File: src/hdl/tsrt_pkg.sv
// Shared types and constants for the trailing-stop reference tracker.
`default_nettype none

package tsrt_pkg;

    localparam int PRICE_W = 32;
    localparam int IN_INDEX_W = 8;
    localparam int FRAC_W = 16;
    localparam int PROD_W = 2 * PRICE_W;
    localparam int DIV_CNT_W = 5;

    localparam logic [FRAC_W-1:0] START_RESET = 16'd3277;
    localparam logic [FRAC_W:0] FRAC_ONE = 17'h10000;
    localparam logic [PRICE_W-1:0] PRICE_MAX = 32'hFFFF_FFFF;

    typedef enum logic [2:0] {
        ST_IDLE,
        ST_READ,
        ST_MUL,
        ST_DIV_INIT,
        ST_DIV,
        ST_CHOOSE,
        ST_SCALE,
        ST_DONE
    } state_t;

    typedef struct packed {
        logic load_in;
        logic rd_mem;
        logic mul_ref;
        logic div_init;
        logic div_step;
        logic choose;
        logic mul_scale;
        logic finish;
    } dp_cmd_t;

    typedef struct packed {
        logic first;
        logic div_last;
        logic need_scale;
        logic out_busy;
    } dp_stat_t;

    typedef struct packed {
        logic sold;
        logic [PRICE_W-1:0] reference;
        logic [PRICE_W-1:0] prev_close;
    } entry_t;

endpackage

`default_nettype wire

File: src/hdl/tsrt_ctrl.sv
// Controller state machine that sequences one word through the datapath.
`default_nettype none

module tsrt_ctrl
    import tsrt_pkg::*;
(
    input  wire logic     aclk,
    input  wire logic     aresetn,
    input  wire logic     s_tvalid,
    output logic          s_tready,
    input  wire dp_stat_t stat,
    output dp_cmd_t       cmd
);

    state_t state_reg;
    state_t state_next;

    always_ff @(posedge aclk) begin
        if (!aresetn) begin
            state_reg <= ST_IDLE;
        end else begin
            state_reg <= state_next;
        end
    end

    always_comb begin
        state_next = state_reg;
        cmd = '0;
        s_tready = 1'b0;
        case (state_reg)
            ST_IDLE: begin
                s_tready = 1'b1;
                if (s_tvalid) begin
                    cmd.load_in = 1'b1;
                    state_next = ST_READ;
                end
            end
            ST_READ: begin
                cmd.rd_mem = 1'b1;
                state_next = stat.first ? ST_CHOOSE : ST_MUL;
            end
            ST_MUL: begin
                cmd.mul_ref = 1'b1;
                state_next = ST_DIV_INIT;
            end
            ST_DIV_INIT: begin
                cmd.div_init = 1'b1;
                state_next = ST_DIV;
            end
            ST_DIV: begin
                cmd.div_step = 1'b1;
                if (stat.div_last) begin
                    state_next = ST_CHOOSE;
                end
            end
            ST_CHOOSE: begin
                cmd.choose = 1'b1;
                state_next = ST_SCALE;
            end
            ST_SCALE: begin
                cmd.mul_scale = stat.need_scale;
                state_next = ST_DONE;
            end
            ST_DONE: begin
                if (!stat.out_busy) begin
                    cmd.finish = 1'b1;
                    state_next = ST_IDLE;
                end
            end
            default: begin
                state_next = ST_IDLE;
            end
        endcase
    end

endmodule

`default_nettype wire

File: config.mk
export PLATFORM = sky130hd
export DESIGN_NAME = tsrt_ctrl
export DESIGN_NICKNAME = d
export VERILOG_FILES = /design/src/hdl/tsrt_pkg.sv /design/src/hdl/tsrt_ctrl.sv
export SDC_FILE = /design/constraint.sdc
export NUM_CORES = 1
export LEC_CHECK = 0
export BUFFER_PORTS_ARGS = -buffer_cell sky130_fd_sc_hd__buf_4
export CAP_MARGIN = 20
export CORE_AREA = 2 2 39 41
export DETAILED_ROUTE_END_ITERATION = 6
export DIE_AREA = 0 0 41 43
export GPL_TIMING_DRIVEN = 0
export PLACE_DENSITY = 0.53
export SYNTH_ARGS = -nofsm -noshare
export SYNTH_HDL_FRONTEND = slang
export SYNTH_SLANG_ARGS = --single-unit
File: constraint.sdc
create_clock -name aclk -period 0.9 [get_ports aclk]
set_input_delay 0.09 -clock aclk [delete_from_list [all_inputs] [get_ports aclk]]
set_output_delay 0.09 -clock aclk [all_outputs]
set_load 0.02 [all_outputs]
==> run_results.csv, run 1 <==
group,metric,value,unit
sta,worst_pin_slew,0.225,ns
die,core,1380,µm²
routing,via_per_inst,4.49,
die,die_h,43,µm
critical_path,arrival,1.14,ns
power_and_ir_drop,power.share.clock,16.0,%
outcome,status,"finished, violations left",
sta,drv_slew,0,
sta,max-slew-margin-rel,84.9,%
logic_synthesis,synth_area,273,µm²
power_and_ir_drop,power_density,2050,nW/µm²
routing,dr.pass1.iters,4,
critical_path,rrSetupSlack,-0.27,ns
power_and_ir_drop,power.share.combinational,70.1,%
logic_synthesis,syn_area_per_cell,7.58,µm²
logic_synthesis,yosysTopAreaCellShare,22.0,%
layout,antenna_cells,0,
routing,ant_nets,0,
routing,drt_wl_total,998,µm
clock_network,tritoncts,"done",
clock_network,clock_sinks,3,
sta,fin_skew,0.000884,ns
power_and_ir_drop,ir_worst_vdd,0.000933,V
die,rows,14,
logic_synthesis,synth_fp_nets,43,
hold_path,hold_class,"input pin to flip-flop",
clock_network,numCtsBuffers,3,
placement,hpwl,578,µm
job,max_cap_violations,0,
critical_path,critPathMaxStageDelay,0.34,ns
sta,setup_ws,-0.327,ns
clock_network,clockBufferDepth,2,
logic_synthesis,yosys.area.top_type,"dfxtp_1",
routing,dr.first_iter.drc_count,5,
critical_path,critPathMaxFanout,6,
outcome,violations,"setup timing",
logic_synthesis,seq_area_frac_synth,22.0,%
clock_network,cts-root-buf,"clkbuf_4",
layout,fin_util,51.0,%
power_and_ir_drop,p_int,0.000914,W
critical_path,slowest_stage,"dfxtp_4",
layout,area_delta_synth_final,159,%
sta,rsz0062_at_grt,"yes",
sta,hold_viol,0,
sta,fin_crit,1.23,ns
logic_synthesis,async_flop_share,0,%
placement,port_buffers,15,
power_and_ir_drop,p_leak,0.311,nW
placement,gp_congestion,0.661,
routing,via_count,391,
hold_path,min_from,"aresetn",
logic_synthesis,synth_edf_count,0,
clock_network,cts_max_level,1,
global_route,grt_start_max_net_pins,9,
critical_path,worstReg2RegEnd,"state_reg[2]",
logic_synthesis,synth_cells,36,
power_and_ir_drop,p_seq_share,13.9,%
critical_path,r2r_start,"state_reg[2]",
routing,wl_per_cell,11.5,µm
sta,final.setup.tns,-3.04,ns
critical_path,crit_chain,"buf_8, nor3_4, and2_4, buf_6",
power_and_ir_drop,p_switching,0.000531,W
hold_path,min_to,"state_reg[1]",
sta,timing.final.crit_share,136,%
die,die_area,1760,µm²
sta,max_freq,815,MHz
logic_synthesis,yosysUniqueCellTypes,23,
sta,setup_violations,12,
die,initial_utilization,19.7,%
global_route,antenna_found_initial,0,
logic_synthesis,synth_seq_cells,3,
die,pin_count,16,
critical_path,path_class,"flip-flop to output pin",
global_route,grt_pass1_wl,1.39,mm
logic_synthesis,synth_ff_type,"dfxtp_1",
power_and_ir_drop,netSwitchingFraction,36.7,%
critical_path,critPathCaptureType,"output pin",
hold_path,whs_path_depth,2,
layout,fin_nets,79,
sta,holdWs,0.0934,ns
routing,drcViolationCount,0,
global_route,grt.total_usage,11.6,%
critical_path,start_kind,"flip-flop",
global_route,grt_pass1_vias,351,
die,die_w,41,µm
layout,final_layout_size_suffix_gt1_share,76.1,%
critical_path,r2r_cells,5,
logic_synthesis,yosys_warnings,0,
global_route,grt_overflow,0,
layout,largest_register_ffs,3,
clock_network,clkLatencyLatePin,0.23,ns
logic_synthesis,synth_area_leaders,"dfxtp_1 22%, nand2b_1 6.9%, nor2_1 6.9%",
clock_network,clk_pin_slew,0.04,ns
critical_path,worstPathRequired,0.81,ns
## through the flow
stage          std cells  worst slack, ns  total power [W]  cell area (µm²)
2_1_floorplan         36           -0.174         0.000601              313
3_3_place_gp          67           -0.125         0.000777              445
3_5_place_dp          67           -0.127         0.000775              445
4_1_cts               82           -0.331          0.00128              621
5_1_grt               87           -0.372          0.00154              706
6_report              87           -0.327          0.00144              706
## synthesized netlist by cell type, drive strengths merged (2+ instances only)
| cell | instances |
|---|---|
| a21oi | 2 |
| buf | 3 |
| dfxtp | 3 |
| nand2 | 2 |
| nand2b | 3 |
| nand3 | 2 |
| nor2 | 5 |
| nor3 | 2 |
| o21a | 2 |
## critical path, delay by kind of cell, from the launching register on
| family | cells | cell delay (ns) |
|---|---|---|
| buf+inv | 2 | 0.23 |
| simple gates | 2 | 0.34 |
| flops | 1 | 0.34 |
## layer usage
metal | vias up | global-route usage (%) | part of all wire, %
li1 | 198 | - | -
met2 | 15 | 20.0 | 53
met1 | 178 | 11.1 | 38
met4 | 0 | 8.00 | 0
met5 | - | 0 | 0
met3 | 0 | 2.62 | 9.1
## power groups by stage
stage,clock [W],combinational (W),sequential (W)
2_1_floorplan,0,0.000404,0.000197
3_3_place_gp,0,0.000573,0.000204
3_5_place_dp,0,0.000571,0.000203
4_1_cts,0.000249,0.000836,0.000200
5_1_grt,0.000254,0.00108,0.000203
6_report,0.000231,0.00101,0.000200
## cell families after synthesis
family / count (synthesis) / share of synthesized area [%]
simple gates: 20 / 41.8
flops: 3 / 22.0
buf+inv: 4 / 11.0
compound gates: 9 / 25.2
## cell usage in the layout (no fill, tap or decap), drive strengths merged, types with 2 or more instances in the layout
cell type / n
nor3: 2
nand2: 2
nand2b: 3
a21oi: 2
nor2: 5
buf: 34
o21a: 2
nand3: 2
dfxtp: 3
clkbuf: 4
## how the worst max path moves through the flow
stage	endpoint	slack, ns	cells past startpoint	start
global placement	cmd[7]	-0.13	4	state_reg[0]
floorplan	cmd[7]	-0.17	3	state_reg[0]
global route	cmd[7]	-0.37	4	state_reg[0]
CTS	cmd[7]	-0.33	4	state_reg[2]
finish	cmd[7]	-0.33	4	state_reg[0]
detailed placement	cmd[7]	-0.13	4	state_reg[0]
## cell type report
cell class | instances | area [µm²]
clock buffer | 4 | 26.3
fill | 133 | 678
inverter | 1 | 8.76
tap | 16 | 20.0
buffer | 3 | 41.3
multi-input combinational | 29 | 254
timing repair buffer | 31 | 289
sequential | 3 | 66.3
## repair_timing
action                     4_1_cts  5_1_grt
setup endpoints to repair       11       12
hold buffers                     0        0
setup buffers                   11        5
resized for setup               16       13
pin swaps                        5        7
No activity file was read; power rests on OpenSTA's default activity.
==> run 2: changes to the inputs <==
Settings changed: PLACE_DENSITY 0.53 to 0.48.
==> run 2 against run 1 <==
The run still ends with setup timing left. Largest cell class is now multi-input combinational cells. Largest power group unchanged. Clock skew about the same. Highest routed layer unchanged. Critical path type unchanged. Setup slack improved by 0.023 ns. Cell count shrank 9.2%. Critical endpoint unchanged.
==> run_results.csv, run 2 (synthesis gave the netlist of run 1 again) <==
group,metric,value,unit
layout,num-fill-cells,136,
placement,gp_congestion,0.711,
sta,worst_pin_slew,0.222,ns
layout,multi_input_area,256,µm²
outcome,violations,"setup timing",
critical_path,critPathMaxFanout,7,
sta,hold_viol,0,
sta,fin_skew,0.000581,ns
critical_path,slowest_stage,"dfxtp_2",
global_route,grt_pass1_vias,350,
routing,dr.first_iter.drc_count,0,
placement,port_buffers,15,
sta,drv_slew,0,
clock_network,tritoncts,"done",
layout,largest_register_ffs,3,
die,initial_utilization,19.7,%
critical_path,rrSetupSlack,-0.18,ns
sta,setup_ws,-0.304,ns
routing,via_per_inst,4.43,
die,rows,14,
critical_path,endpoint,"cmd[7]",
layout,area_delta_synth_final,129,%
sta,fin_crit,1.20,ns
global_route,antenna_found_initial,0,
critical_path,worstPathRequired,0.81,ns
die,pin_count,16,
layout,layout_commonest_cell,"buf_6",
layout,final_layout_size_suffix_gt1_share,73.0,%
clock_network,clk_pin_slew,0.04,ns
critical_path,r2r_cells,4,
routing,wl_per_cell,10.6,µm
sta,timing.final.crit_share,134,%
critical_path,start_kind,"flip-flop",
global_route,grt_pass1_wl,1.44,mm
critical_path,arrival,1.11,ns
power_and_ir_drop,p_leak,0.266,nW
routing,drt_wl_total,834,µm
sta,holdWs,0.115,ns
critical_path,crit_chain,"buf_6, nor3_4, and2_4, buf_6",
critical_path,critPathLaunch,"state_reg[2]",
layout,layout_common_cells,"13 x buf_6, 12 x buf_4, 3 x nor2_4, 3 x clkbuf_4",
layout,antenna_cells,0,
die,core,1380,µm²
clock_network,cts_max_level,1,
critical_path,r2r_start,"state_reg[1]",
critical_path,cpMostUsedCell,"buf_6",
critical_path,critPathMaxStageDelay,0.31,ns
die,die_area,1760,µm²
sta,setup_violations,11,
sta,rsz0062_at_grt,"yes",
global_route,grt.total_usage,12.3,%
critical_path,critPathCaptureType,"output pin",
job,max_cap_violations,0,
routing,dr.pass1.iters,1,
clock_network,clockBufferDepth,2,
power_and_ir_drop,ir_worst_vdd,0.000851,V
sta,max-slew-margin-rel,85.1,%
clock_network,cts-root-buf,"clkbuf_4",
clock_network,numCtsBuffers,3,
die,die_h,43,µm
layout,fin_nets,71,
placement,hpwl,558,µm
clock_network,clkLatencyLatePin,0.23,ns
layout,seqCellArea,66.3,µm²
sta,max_freq,831,MHz
hold_path,hold_class,"input pin to flip-flop",
routing,via_count,350,
die,die_w,41,µm
clock_network,clock_sinks,3,
routing,ant_nets,0,
power_and_ir_drop,power.total,0.00127,W
global_route,grt_start_max_net_pins,9,
global_route,grt_overflow,0,
critical_path,path_class,"flip-flop to output pin",
outcome,status,"finished, violations left",
power_and_ir_drop,power_density,2040,nW/µm²
critical_path,worstReg2RegEnd,"state_reg[2]",
routing,drcViolationCount,0,
## run 2: final cells by class
cell class	instances	share of cell area, %
buffer	3	6.01
clock buffer	4	4.21
inverter	1	0.601
multi-input combinational	29	41.1
sequential	3	10.6
tap	16	3.21
timing repair buffer	23	34.3
## run 2: repair_timing
item,CTS,global route
hold endpoints to repair,0,0
hold buffers,0,0
setup endpoints to repair,11,12
pin swaps,8,7
buffers inserted,8,1
gates resized for setup,16,7
## run 2: where the power goes
group	switching, W	internal, W	leakage, nW
registers	0.0000248	0.000172	0.0261
clock network	0.0000641	0.000166	0.0150
logic	0.000393	0.000454	0.225
## run 2: worst min path at each step
stage                   end  startpoint  cells after the start  slack, ns
6_report       state_reg[1]     aresetn                      2       0.12
5_1_grt        state_reg[1]     aresetn                      2       0.12
4_1_cts        state_reg[1]     aresetn                      2        0.1
3_5_place_dp   state_reg[1]     aresetn                      2       0.34
3_3_place_gp   state_reg[1]     aresetn                      2       0.34
2_1_floorplan  state_reg[2]     aresetn                      2       0.19
## run 2: metal layers
metal	GRT usage, %	share of wire, %
met5	0	0
met4	8.00	0
met3	4.71	7.3
met2	18.1	49
met1	14.1	43
## run 2: stage by stage
| step | util, % | instances | setup slack, ns | cell area (µm²) | setup TNS (ns) |
|---|---|---|---|---|---|
| 3_3_place_gp | 32.2 | 67 | -0.120 | 445 | -0.557 |
| 6_report | 45.1 | 79 | -0.304 | 624 | -2.53 |
| 3_5_place_dp | 32.2 | 67 | -0.125 | 445 | -0.550 |
| 2_1_floorplan | - | 36 | -0.174 | 313 | -0.207 |
| 5_1_grt | 45.1 | 79 | -0.364 | 624 | -3.18 |
| 4_1_cts | 42.9 | 79 | -0.318 | 594 | -2.70 |
## run 2: critical path, delay by kind of cell, from the launching register on
family,cells,cell delay (ns)
buf+inv,2,0.23
flops,1,0.31
simple gates,2,0.34
